[config.mk]
export PLATFORM = sky130hd
export DESIGN_NAME = tgr_cursor
export DESIGN_NICKNAME = d
export VERILOG_FILES = /design/src/rtl/tgr_pkg.sv /design/src/rtl/tgr_cursor.sv
export SDC_FILE = /design/constraint.sdc
export NUM_CORES = 1
export LEC_CHECK = 0
export BUFFER_PORTS_ARGS = -buffer_cell sky130_fd_sc_hd__buf_2
export CAP_MARGIN = 25
export CORE_ASPECT_RATIO = 0.75
export CORE_MARGIN = 4
export CORE_UTILIZATION = 53
export CTS_BUF_LIST = sky130_fd_sc_hd__clkbuf_16
export DETAILED_ROUTE_END_ITERATION = 7
export GPL_TIMING_DRIVEN = 0
export HOLD_SLACK_MARGIN = 0.1
export PLACE_DENSITY = 0.79
export SYNTH_ARGS = -nofsm -noshare
export SYNTH_HDL_FRONTEND = slang
export SYNTH_SLANG_ARGS = --single-unit
[constraint.sdc]
create_clock -name i_clk -period 4.3 [get_ports i_clk]
set_clock_uncertainty 0.2 [all_clocks]
set_input_delay 0.43 -clock i_clk [delete_from_list [all_inputs] [get_ports i_clk]]
set_output_delay 0.43 -clock i_clk [all_outputs]
set_load 0.01 [all_outputs]
[src/rtl/tgr_pkg.sv]
// ----------------------------------------------------------------------------
// tgr_pkg
// Shared constants, types and the 5x7 font for the text glyph renderer.
// ----------------------------------------------------------------------------
package tgr_pkg;

    localparam int DEF_SCREEN_WIDTH  = 320;
    localparam int DEF_SCREEN_HEIGHT = 240;
    localparam int DEF_CHAR_ADVANCE  = 6;
    localparam int DEF_GLYPH_HEIGHT  = 7;

    localparam int GLYPH_COLS = 5;
    localparam int GLYPH_ROWS = 7;
    localparam int CELL_COLS  = GLYPH_COLS + 1;

    localparam logic [7:0] FIRST_CODE   = 8'd32;
    localparam logic [7:0] LAST_CODE    = 8'd126;
    localparam logic [7:0] NEWLINE_CODE = 8'd10;

    localparam logic REG_FOREGROUND = 1'b0;
    localparam logic REG_BACKGROUND = 1'b1;

    localparam logic [15:0] FG_RESET = 16'hFFFF;
    localparam logic [15:0] BG_RESET = 16'h0000;

    // column 5 is the gap column, always background
    typedef logic [CELL_COLS-1:0][GLYPH_ROWS-1:0] t_glyph;

    typedef struct packed {
        logic                    draw;
        logic [10:0]             base_col;
        logic [15:0]             base_row;
        logic [CELL_COLS-1:0]    col_mask;
        logic [GLYPH_ROWS-1:0]   row_mask;
        logic [2:0]              last_col;
        logic [2:0]              last_row;
    } t_job;

    function automatic logic [6:0] font_index(input logic [7:0] code);
        logic [7:0] d;
        d = code - FIRST_CODE;
        if (code < FIRST_CODE || code > LAST_CODE) begin
            return 7'd0;
        end
        return d[6:0];
    endfunction

    // five column bytes, first column in the top byte
    function automatic logic [39:0] font_bytes(input logic [6:0] idx);
        logic [39:0] w;
        case (idx)
            7'd0:  w = 40'h0000000000;  7'd1:  w = 40'h00005F0000;
            7'd2:  w = 40'h0007000700;  7'd3:  w = 40'h147F147F14;
            7'd4:  w = 40'h242A7F2A12;  7'd5:  w = 40'h2313086462;
            7'd6:  w = 40'h3649552250;  7'd7:  w = 40'h0005030000;
            7'd8:  w = 40'h001C224100;  7'd9:  w = 40'h0041221C00;
            7'd10: w = 40'h082A1C2A08;  7'd11: w = 40'h08083E0808;
            7'd12: w = 40'h0050300000;  7'd13: w = 40'h0808080808;
            7'd14: w = 40'h0060600000;  7'd15: w = 40'h2010080402;
            7'd16: w = 40'h3E5149453E;  7'd17: w = 40'h00427F4000;
            7'd18: w = 40'h4261514946;  7'd19: w = 40'h2141454B31;
            7'd20: w = 40'h1814127F10;  7'd21: w = 40'h2745454539;
            7'd22: w = 40'h3C4A494930;  7'd23: w = 40'h0171090503;
            7'd24: w = 40'h3649494936;  7'd25: w = 40'h064949291E;
            7'd26: w = 40'h0036360000;  7'd27: w = 40'h0056360000;
            7'd28: w = 40'h0008142241;  7'd29: w = 40'h1414141414;
            7'd30: w = 40'h4122140800;  7'd31: w = 40'h0201510906;
            7'd32: w = 40'h324979413E;  7'd33: w = 40'h7E1111117E;
            7'd34: w = 40'h7F49494936;  7'd35: w = 40'h3E41414122;
            7'd36: w = 40'h7F4141221C;  7'd37: w = 40'h7F49494941;
            7'd38: w = 40'h7F09090101;  7'd39: w = 40'h3E41415132;
            7'd40: w = 40'h7F0808087F;  7'd41: w = 40'h00417F4100;
            7'd42: w = 40'h2040413F01;  7'd43: w = 40'h7F08142241;
            7'd44: w = 40'h7F40404040;  7'd45: w = 40'h7F0204027F;
            7'd46: w = 40'h7F0408107F;  7'd47: w = 40'h3E4141413E;
            7'd48: w = 40'h7F09090906;  7'd49: w = 40'h3E4151215E;
            7'd50: w = 40'h7F09192946;  7'd51: w = 40'h4649494931;
            7'd52: w = 40'h01017F0101;  7'd53: w = 40'h3F4040403F;
            7'd54: w = 40'h1F2040201F;  7'd55: w = 40'h7F2018207F;
            7'd56: w = 40'h6314081463;  7'd57: w = 40'h0708700807;
            7'd58: w = 40'h6151494543;  7'd59: w = 40'h007F414100;
            7'd60: w = 40'h0204081020;  7'd61: w = 40'h0041417F00;
            7'd62: w = 40'h0402010204;  7'd63: w = 40'h4040404040;
            7'd64: w = 40'h0001020400;  7'd65: w = 40'h2054545478;
            7'd66: w = 40'h7F48444438;  7'd67: w = 40'h3844444420;
            7'd68: w = 40'h384444487F;  7'd69: w = 40'h3854545418;
            7'd70: w = 40'h087E090102;  7'd71: w = 40'h081454543C;
            7'd72: w = 40'h7F08040478;  7'd73: w = 40'h00447D4000;
            7'd74: w = 40'h2040443D00;  7'd75: w = 40'h007F102844;
            7'd76: w = 40'h00417F4000;  7'd77: w = 40'h7C04180478;
            7'd78: w = 40'h7C08040478;  7'd79: w = 40'h3844444438;
            7'd80: w = 40'h7C14141408;  7'd81: w = 40'h081414187C;
            7'd82: w = 40'h7C08040408;  7'd83: w = 40'h4854545420;
            7'd84: w = 40'h043F444020;  7'd85: w = 40'h3C4040207C;
            7'd86: w = 40'h1C2040201C;  7'd87: w = 40'h3C4030403C;
            7'd88: w = 40'h4428102844;  7'd89: w = 40'h0C5050503C;
            7'd90: w = 40'h4464544C44;  7'd91: w = 40'h0008364100;
            7'd92: w = 40'h00007F0000;  7'd93: w = 40'h0041360800;
            7'd94: w = 40'h08082A1C08;
            default: w = 40'h0000000000;
        endcase
        return w;
    endfunction

    function automatic t_glyph glyph_of(input logic [6:0] idx);
        logic [39:0] w;
        t_glyph      g;
        w = font_bytes(idx);
        g = '0;
        for (int c = 0; c < GLYPH_COLS; c++) begin
            g[c] = w[(GLYPH_COLS-1-c)*8 +: GLYPH_ROWS];
        end
        return g;
    endfunction

endpackage

[src/rtl/tgr_cursor.sv]
// ----------------------------------------------------------------------------
// tgr_cursor
// Cursor and margin state; builds the clip masks for each character cell.
// ----------------------------------------------------------------------------
module tgr_cursor import tgr_pkg::*; #(
    parameter int SCREEN_WIDTH  = DEF_SCREEN_WIDTH,
    parameter int SCREEN_HEIGHT = DEF_SCREEN_HEIGHT,
    parameter int CHAR_ADVANCE  = DEF_CHAR_ADVANCE,
    parameter int GLYPH_HEIGHT  = DEF_GLYPH_HEIGHT
) (
    input  logic       i_clk,
    input  logic       i_rst_n,
    input  logic       i_accept,
    input  logic       i_start_flag,
    input  logic [9:0] i_start_col,
    input  logic [9:0] i_start_row,
    input  logic [7:0] i_char_code,
    output t_job       o_job
);

    localparam logic [15:0] LINE_STEP = 16'(GLYPH_HEIGHT + 1);
    localparam logic [10:0] ADV       = 11'(CHAR_ADVANCE);
    localparam logic [11:0] WIDTH     = 12'(SCREEN_WIDTH);
    localparam logic [15:0] HEIGHT    = 16'(SCREEN_HEIGHT);

    logic [9:0]  r_margin, n_margin;
    logic [10:0] r_col,    n_col;
    logic [15:0] r_row,    n_row;

    logic [10:0] eff_col, adv_col;
    logic [15:0] eff_row;
    logic [9:0]  eff_margin;
    logic        newline, wrap;
    t_job        job;

    always_comb begin
        eff_margin = i_start_flag ? i_start_col : r_margin;
        eff_col    = i_start_flag ? {1'b0, i_start_col} : r_col;
        eff_row    = i_start_flag ? {6'd0, i_start_row} : r_row;
        newline    = (i_char_code == NEWLINE_CODE);
        adv_col    = eff_col + ADV;
        wrap       = ({1'b0, adv_col} + {1'b0, ADV}) > WIDTH;

        n_margin = eff_margin;
        if (newline || wrap) begin
            n_col = {1'b0, eff_margin};
            n_row = eff_row + LINE_STEP;
        end else begin
            n_col = adv_col;
            n_row = eff_row;
        end

        job          = '0;
        job.base_col = eff_col;
        job.base_row = eff_row;
        for (int c = 0; c < CELL_COLS; c++) begin
            job.col_mask[c] = ({1'b0, eff_col} + 12'(c)) < WIDTH;
            if (job.col_mask[c]) begin
                job.last_col = 3'(c);
            end
        end
        for (int r = 0; r < GLYPH_ROWS; r++) begin
            job.row_mask[r] = (eff_row + 16'(r)) < HEIGHT;
            if (job.row_mask[r]) begin
                job.last_row = 3'(r);
            end
        end
        job.draw = !newline && (job.col_mask != '0) && (job.row_mask != '0);
    end

    assign o_job = job;

    always_ff @(posedge i_clk) begin
        if (!i_rst_n) begin
            r_margin <= '0;
            r_col    <= '0;
            r_row    <= '0;
        end else if (i_accept) begin
            r_margin <= n_margin;
            r_col    <= n_col;
            r_row    <= n_row;
        end
    end

endmodule

==> results of run 1 <==
## repair_timing
| item | CTS | global route |
|---|---|---|
| setup buffers | 8 | 8 |
| pin swaps | 3 | 3 |
| cloned | 0 | 0 |
| endpoints found under the setup margin | 20 | 26 |
| resized for setup | 10 | 20 |
| hold buffers | 0 | 0 |
## where the power goes
group | internal, W | switching [W]
logic | 0.000212 | 0.000352
clock network | 0.000271 | 0.000149
registers | 0.000363 | 0.0000333
## critical path: stages
cell	delay, ps
sky130_fd_sc_hd__buf_6	120
sky130_fd_sc_hd__buf_12	150
sky130_fd_sc_hd__buf_12	150
sky130_fd_sc_hd__mux2i_4	190
sky130_fd_sc_hd__inv_2	90
sky130_fd_sc_hd__ha_4	150
sky130_fd_sc_hd__inv_4	50
sky130_fd_sc_hd__a221o_2	360
sky130_fd_sc_hd__or3_1	340
sky130_fd_sc_hd__buf_6	150
sky130_fd_sc_hd__nor4b_4	210
sky130_fd_sc_hd__a31oi_1	80
sky130_fd_sc_hd__or4_4	510
sky130_fd_sc_hd__and3_1	200
sky130_fd_sc_hd__o31a_1	260
sky130_fd_sc_hd__buf_2	140
## cells by family (layout without fill, tap and decap cells)
family / Yosys count / in the layout / synth area share (%)
AND/OR/NAND/NOR: 281 / 281 / 30.8
AO/OA/AOI/OAI: 214 / 214 / 30.5
buffers and inverters: 86 / 182 / 8.29
flip-flops: 37 / 37 / 15.3
multiplexers: 35 / 35 / 7.64
XOR/XNOR: 33 / 33 / 5.96
adder cells (fa/ha/maj): 6 / 6 / 1.55
## flip-flops by register name, summed over array words and instances (netlist names)
| register | flops |
|---|---|
| r_col | 11 |
| r_margin | 10 |
| r_row | 16 |
## per-layer routing
layer	track usage, %	routed length, µm	vias to the layer above
li1	-	-	2784
met1	55.3	8760	2916
met3	12.3	3140	35
met2	47.1	8120	488
met4	6.85	270	0
met5	0	0	-
## layout by cell type, fill, tap and decap left out, types with 18 or more instances in the layout
cell                       instances
sky130_fd_sc_hd__clkbuf_1         23
sky130_fd_sc_hd__nor2_1           39
sky130_fd_sc_hd__o21ai_0          37
sky130_fd_sc_hd__mux2i_1          19
sky130_fd_sc_hd__a31oi_1          22
sky130_fd_sc_hd__buf_4            19
sky130_fd_sc_hd__a21oi_1          50
sky130_fd_sc_hd__buf_2            83
sky130_fd_sc_hd__nand2_1          80
sky130_fd_sc_hd__inv_1            34
sky130_fd_sc_hd__nor3_1           18
sky130_fd_sc_hd__xnor2_1          25
sky130_fd_sc_hd__dfxtp_1          37
sky130_fd_sc_hd__nand3_1          56
## Yosys cell counts (all sizes together), types with 4 or more instances
cell / instances / area share, %
nor4: 9 / 1.2
a21oi: 50 / 5.2
or2: 4 / 0.52
xor2: 7 / 1.3
nor2b: 4 / 0.52
a22oi: 8 / 1.2
ha: 6 / 1.5
o21a: 4 / 0.62
a41oi: 4 / 0.72
and3: 9 / 1.2
mux2: 10 / 2.3
nand2: 81 / 6.3
clkbuf: 27 / 2.1
a211oi: 6 / 1.1
a211o: 4 / 0.72
o2111ai: 4 / 0.72
o22ai: 7 / 0.90
nand3: 59 / 6.4
nor3: 20 / 2.1
nor2: 39 / 3.0
o21ai: 39 / 4.0
mux2i: 25 / 5.3
nand3b: 10 / 2.6
o221ai: 4 / 0.72
buf: 19 / 3.1
inv: 38 / 2.9
dfxtp: 37 / 15
a21o: 4 / 0.62
a221oi: 6 / 1.6
and2: 7 / 0.90
nor4b: 4 / 1.0
xnor2: 26 / 4.7
o211ai: 5 / 0.77
o31ai: 6 / 0.93
nand2b: 8 / 1.0
a31oi: 22 / 2.8
nand4: 13 / 1.7
## metrics by stage
step	setup WS (ps)	TNS (ps)	hold WS (ps)	utilization (%)	std cells
after floorplan	22.5	0	234	-	692
after detailed placement	-676	-8280	250	62.3	875
after CTS	10.7	0	224	65.1	889
after global placement	-604	-6780	240	62.3	875
after global routing	-13.1	-13.1	236	66.8	896
final	68.5	0	231	66.8	896
## worst max-delay path by stage
| stage | from | slack [ps] | cells after the start | to |
|---|---|---|---|---|
| after floorplan | i_start_flag | 20 | 17 | o_job[0] |
| after global placement | i_start_flag | -600 | 17 | o_job[46] |
| after detailed placement | i_start_flag | -680 | 17 | o_job[46] |
| after CTS | r_col[1] | 10 | 13 | r_col[5] |
| after global routing | i_start_flag | -10 | 14 | o_job[1] |
| final | i_start_flag | 70 | 16 | o_job[0] |
## final cells by class
type                    count  area (µm²)  share of cell area, %
clock buffers               5         125                   2.16
well taps                 108         135                   2.33
inverters                  40         154                   2.65
flip-flops and latches     37         741                   12.8
multi-input cells         569        3840                   66.3
clock inverters             3        41.3                  0.712
plain buffers              43         260                   4.49
repair buffers             91         495                   8.55
==> out/qor_table.md, run 1 <==
| Result | Value |
|---|---|
| R2r worst-path depth | 14 |
| Startpoint of the lowest-slack hold path | i_start_col[5] |
| Critical path fanouts, max | 15 |
| H-tree depth | 2 |
| Number of vias after detailed routing | 6223 |
| Synthesized Nets | 730 |
| Register-to-register setup slack | 220 ps |
| Measured slew at the worst slew-check pin | 855 ps |
| Hold Path Cell Cnt | 3 |
| Endpoint of the worst register-to-register path | r_row[12] |
| Clock tree from TritonCTS | yes |
| Placed Area | 5400 µm² |
| Antenna violations before repair | 0 |
| Proportion of layout cells with a drive suffix above 1 | 21.8% |
| First-pass iteration count of the detailed router | 6 |
| Remaining routing DRC violations | 0 |
| Final Hold Viols | 0 |
| Nature of the critical path endpoint | output pin |
| Largest net degree at the start of global routing | 20 |
| Fraction of synthesis flops using an asynchronous set or reset pin | 0% |
| Hold Path Class | in -> reg |
| Vertical die dimension | 90.8 µm |
| Number of core rows | 29 |
| Die area | 10800 µm² |
| Synthesized netlist cell count | 692 |
| Number of nets with antenna violations after detailed routing | 0 |
| Number of filler cells placed in the layout | 790 |
| Average size of a mapped cell | 7.00 µm² |
| Worst path required time | 3670 ps |
| Initial core utilization | 55.9% |
| Worst-skew pair later-pin latency | 290 ps |
| Final critical-path share of the clock period | 98.4% |
| Core footprint | 8670 µm² |
| Wire length of the first global-routing pass | 31100 µm |
| Post-DP HPWL | 15500 µm |
| 1st-iter DRT viols | 927 |
| Diodes inserted | 0 |
| Worst EP arrival | 3600 ps |
| Layout Cell Area excl Fill | 5800 µm² |
| Element type at the critical path start | input port |
| Cell chosen for the clock root | sky130_fd_sc_hd__clkbuf_16 |
| Hold path endpoint | r_margin[5] |
| Die width | 118 µm |
| Final worst path period need | 4230 ps |
| Setup violations, final | 0 |
| Input/output buffers | 75 |
| Critical path class | in -> out |
| Inserted Clock Buffers | 5 |
| Final estimated routing congestion in global placement | 1.00 |
| Unique cell type count in the Yosys netlist | 86 |
| Outcome | completed |
| Final net count | 825 |
| Post-synthesis sequential element count | 37 |
| Max Root-Sink Buffers | 2 |
| Total power | 0.00138 W |
| Boundary Pins | 79 |
| Total congestion overflow after global routing | 0 |
| Number of max-slew violations in the final report | 0 |
| Mapped cell area | 4850 µm² |
| Warning count from the yosys run | 0 |
| Via count of the first global-routing pass | 5496 |
| Worst slew slack as a fraction of its limit | 41.4% |
| Most used flip-flop cell after synthesis | sky130_fd_sc_hd__dfxtp_1 |
| Max Fclk | 0.236 GHz |
| Wire length per cell after detailed routing | 22.6 µm |
| Number of enable-type register cells in the synthesized netlist | 0 |
| Launch instance of the worst register-to-register path | r_col[1] |
| Worst IR Drop VDD | 0.215 mV |
| Number of max-capacitance violations reported | 0 |
| Power density over the cells | 238 nW/µm² |
| Clock tree sinks | 37 |
| Clock-pin slew on the worst setup and hold paths | 60 ps |
| Drt total wl | 20300 µm |
| Seq/Total Area, Yosys | 15.3% |
| Static Leak | 2.45 nW |
| Area overhead of the layout relative to synthesis | 19.6% |
| Via density per instance | 6.95 |
| Global routing usage summed across all routing layers | 35.9% |
(Power assumes the default switching activity.)
==> inputs of run 2 (changes only) <==
--- a/config.mk
+++ b/config.mk
@@ -9,12 +9,12 @@
 export CAP_MARGIN = 25
 export CORE_ASPECT_RATIO = 0.75
 export CORE_MARGIN = 4
-export CORE_UTILIZATION = 53
-export CTS_BUF_LIST = sky130_fd_sc_hd__clkbuf_16
+export CORE_UTILIZATION = 54
+export CTS_BUF_LIST = sky130_fd_sc_hd__clkbuf_2 sky130_fd_sc_hd__clkbuf_4 sky130_fd_sc_hd__clkbuf_8
 export DETAILED_ROUTE_END_ITERATION = 7
 export GPL_TIMING_DRIVEN = 0
 export HOLD_SLACK_MARGIN = 0.1
-export PLACE_DENSITY = 0.79
+export PLACE_DENSITY = 0.8
 export SYNTH_ARGS = -nofsm -noshare
 export SYNTH_HDL_FRONTEND = slang
 export SYNTH_SLANG_ARGS = --single-unit
==> run 2 against run 1 <==
  * Sequential power down 1%
  * Clock power down 39%
  * Global-route usage up 0.84 points
  * Register-to-register slack worse by 30 ps
  * Fmax down 0.36%
  * Sequential cell count unchanged
  * Combinational power up 2%
  * Non-clock buffer count down 1
  * Worst setup slack worse by 15 ps
  * Largest power group unchanged
  * Highest routed layer unchanged
==> out/qor_table.md, run 2 (synthesis results as in run 1) <==
| Result | Value | vs previous |
|---|---|---|
| Register-to-register setup slack | 190 ps | -30 ps |
| Hold path endpoint | r_margin[9] |  |
| Largest net degree at the start of global routing | 12 | -40% |
| Drt total wl | 20600 µm | +1.7% |
| Setup violations, final | 0 | unchanged |
| Unrepaired setup endpoints after global routing | false |  |
| Global routing usage summed across all routing layers | 36.7% | +0.84 points |
| Initial core utilization | 56.4% | +0.47 points |
| Final worst path period need | 4250 ps | +15.1 ps |
| Endpoint of the worst register-to-register path | r_row[9] |  |
| Input/output buffers | 75 | unchanged |
| Most frequent standard cell in the layout excluding fill and tap cells | sky130_fd_sc_hd__buf_2 |  |
| Switching Power | 0.000529 W | -1.0% |
| Via density per instance | 7.10 | +2.3% |
| Nature of the critical path endpoint | output pin |  |
| Sequential share of power | 32.0% | +3.3 points |
| Proportion of layout cells with a drive suffix above 1 | 22.0% | +0.15 points |
| Die area | 10600 µm² | -1.7% |
| Die width | 117 µm | -0.87% |
| Area overhead of the layout relative to synthesis | 17.9% |  |
| Clock-pin slew on the worst setup and hold paths | 80 ps | +20 ps |
| Worst-skew pair later-pin latency | 300 ps | about the same |
| Inserted Clock Buffers | 5 | unchanged |
| Internal power consumption | 0.000693 W | -18% |
| Diodes inserted | 0 | unchanged |
| Number of filler cells placed in the layout | 766 | -3.0% |
| Final Hold Viols | 0 | unchanged |
| Final estimated routing congestion in global placement | 1.02 | +1.8% |
| Max Root-Sink Buffers | 2 | unchanged |
| Core footprint | 8600 µm² | -0.84% |
| Wire length per cell after detailed routing | 23.1 µm | +1.8% |
| R2r worst-path depth | 13 | -1 |
| Proportion of power drawn by combinational gates | 47.1% | +6.2 points |
| Antenna violations before repair | 0 | unchanged |
| 1st-iter DRT viols | 1184 | +28% |
| Worst slew slack as a fraction of its limit | 45.2% | +3.8 points |
| Fraction of the core area covered by cells at the end of the flow | 66.5% | -0.37 points |
| Element type at the critical path start | input port |  |
| Clock tree sinks | 37 | unchanged |
| Biggest regs | r_row: 16 flops, r_col: 11 flops, r_margin: 10 flops |  |
| Cell chosen for the clock root | sky130_fd_sc_hd__clkbuf_8 |  |
| Final critical-path share of the clock period | 98.8% | +0.35 points |
| Total congestion overflow after global routing | 0 | unchanged |
| Outcome | completed |  |
| Wire length of the first global-routing pass | 31700 µm | +2.1% |
| Clock tree from TritonCTS | yes |  |
| Worst EP arrival | 3620 ps | +20 ps |
| Number of flip-flops under the largest register name | 16 | unchanged |
| Critical path class | in -> out |  |
| Critical path fanouts, max | 10 | -5 |
| Number of nets with antenna violations after detailed routing | 0 | unchanged |
| Placed Area | 5400 µm² | unchanged |
| First-pass iteration count of the detailed router | 7 | +1 |
| Hold Path Class | in -> reg |  |
| Via count of the first global-routing pass | 5591 | +1.7% |
| Worst IR Drop VDD | 0.165 mV | -23% |
| Final net count | 824 | -0.12% |
| Remaining routing DRC violations | 0 | unchanged |
| Number of core rows | 29 | unchanged |
| Hold Path Cell Cnt | 3 | unchanged |
| Number of vias after detailed routing | 6356 | +2.1% |
| Number of max-slew violations in the final report | 0 | unchanged |
| Static Leak | 2.41 nW | -1.8% |
| Measured slew at the worst slew-check pin | 799 ps | -55.7 ps |
| Vertical die dimension | 90.1 µm | -0.85% |
| Worst path required time | 3670 ps | about the same |
| Reg with most FFs | r_row |  |
| Launch instance of the worst register-to-register path | r_col[1] |  |
| Part of the total power dissipated in the clock network | 20.9% | -9.5 points |
| Max Fclk | 0.235 GHz | -0.36% |
| Commonest cells after routing, fill and taps aside | sky130_fd_sc_hd__buf_2, sky130_fd_sc_hd__nand2_1, sky130_fd_sc_hd__nand3_1 |  |
| Layout Cell Area excl Fill | 5720 µm² | -1.4% |
| Switch share | 43.3% | +4.6 points |
| Post-DP HPWL | 15500 µm | -0.18% |
| Boundary Pins | 79 | unchanged |
| Number of max-capacitance violations reported | 0 | unchanged |
| H-tree depth | 2 | unchanged |
| Startpoint of the lowest-slack hold path | i_start_col[9] |  |
| Power density over the cells | 214 nW/µm² | -10% |
-- run 2: worst max-delay path, stage by stage --
cell and delay [ps]:
sky130_fd_sc_hd__buf_6 120, sky130_fd_sc_hd__buf_12 140, sky130_fd_sc_hd__buf_12 150, sky130_fd_sc_hd__mux2i_4 190
sky130_fd_sc_hd__inv_2 90, sky130_fd_sc_hd__ha_4 160, sky130_fd_sc_hd__inv_4 60, sky130_fd_sc_hd__a221o_2 370
sky130_fd_sc_hd__or3_4 440, sky130_fd_sc_hd__nor4b_4 220, sky130_fd_sc_hd__a31oi_1 80, sky130_fd_sc_hd__or4_4 530
sky130_fd_sc_hd__and3_4 200, sky130_fd_sc_hd__o31a_1 270, sky130_fd_sc_hd__buf_2 150
-- run 2: power groups by stage --
stage / Combinational, W / Sequential, W / Clock, W
final: 0.000575 / 0.000391 / 0.000256
after global routing: 0.000605 / 0.000393 / 0.000267
after CTS: 0.000535 / 0.000389 / 0.000251
after detailed placement: 0.000519 / 0.000397 / 0
after global placement: 0.000508 / 0.000396 / 0
after floorplan: 0.000350 / 0.000389 / 0
-- run 2: worst max path at each step --
stage          cells past startpoint   endpoint    startpoint
3_3_place_gp                      17  o_job[46]  i_start_flag
6_report                          15   o_job[0]  i_start_flag
3_5_place_dp                      17  o_job[46]  i_start_flag
2_1_floorplan                     17   o_job[0]  i_start_flag
5_1_grt                           15   o_job[0]  i_start_flag
4_1_cts                           16   o_job[0]  i_start_flag
-- run 2: timing repair --
item,CTS,global route
endpoints found under the setup margin,24,20
hold buffers,0,0
pin swaps,4,2
resized for setup,12,19
setup buffers,11,5
-- run 2: final cells by class --
cell class	instances	area [µm²]	area share, %
Buffer	42	249	4.36
Clock buffer	6	76.3	1.34
Clock inverter	2	10.0	0.175
Inverter	40	158	2.76
Multi-Input combinational cell	569	3850	67.4
Sequential cell	37	741	13.0
Tap cell	108	135	2.36
Timing Repair Buffer	91	495	8.67
-- run 2: through the flow --
stage | setup TNS, ps | std cells | total power [W] | hold slack [ps] | setup WS [ps]
2_1_floorplan | 0 | 692 | 0.000739 | 234 | 22.5
3_3_place_gp | -6980 | 875 | 0.000903 | 241 | -644
3_5_place_dp | -9510 | 875 | 0.000916 | 247 | -637
4_1_cts | 0 | 892 | 0.00117 | 210 | 17.6
5_1_grt | 0 | 895 | 0.00127 | 215 | 14.4
6_report | 0 | 895 | 0.00122 | 208 | 53.4
-- run 2: routing by layer --
metal  vias up  track usage [%]  routed length (µm)
li1       2780                -                   -
met1      2970             55.3                8610
met2       548             51.1                8090
met3        58             12.2                3590
met4         0             5.18                 349
met5         -                0                   0
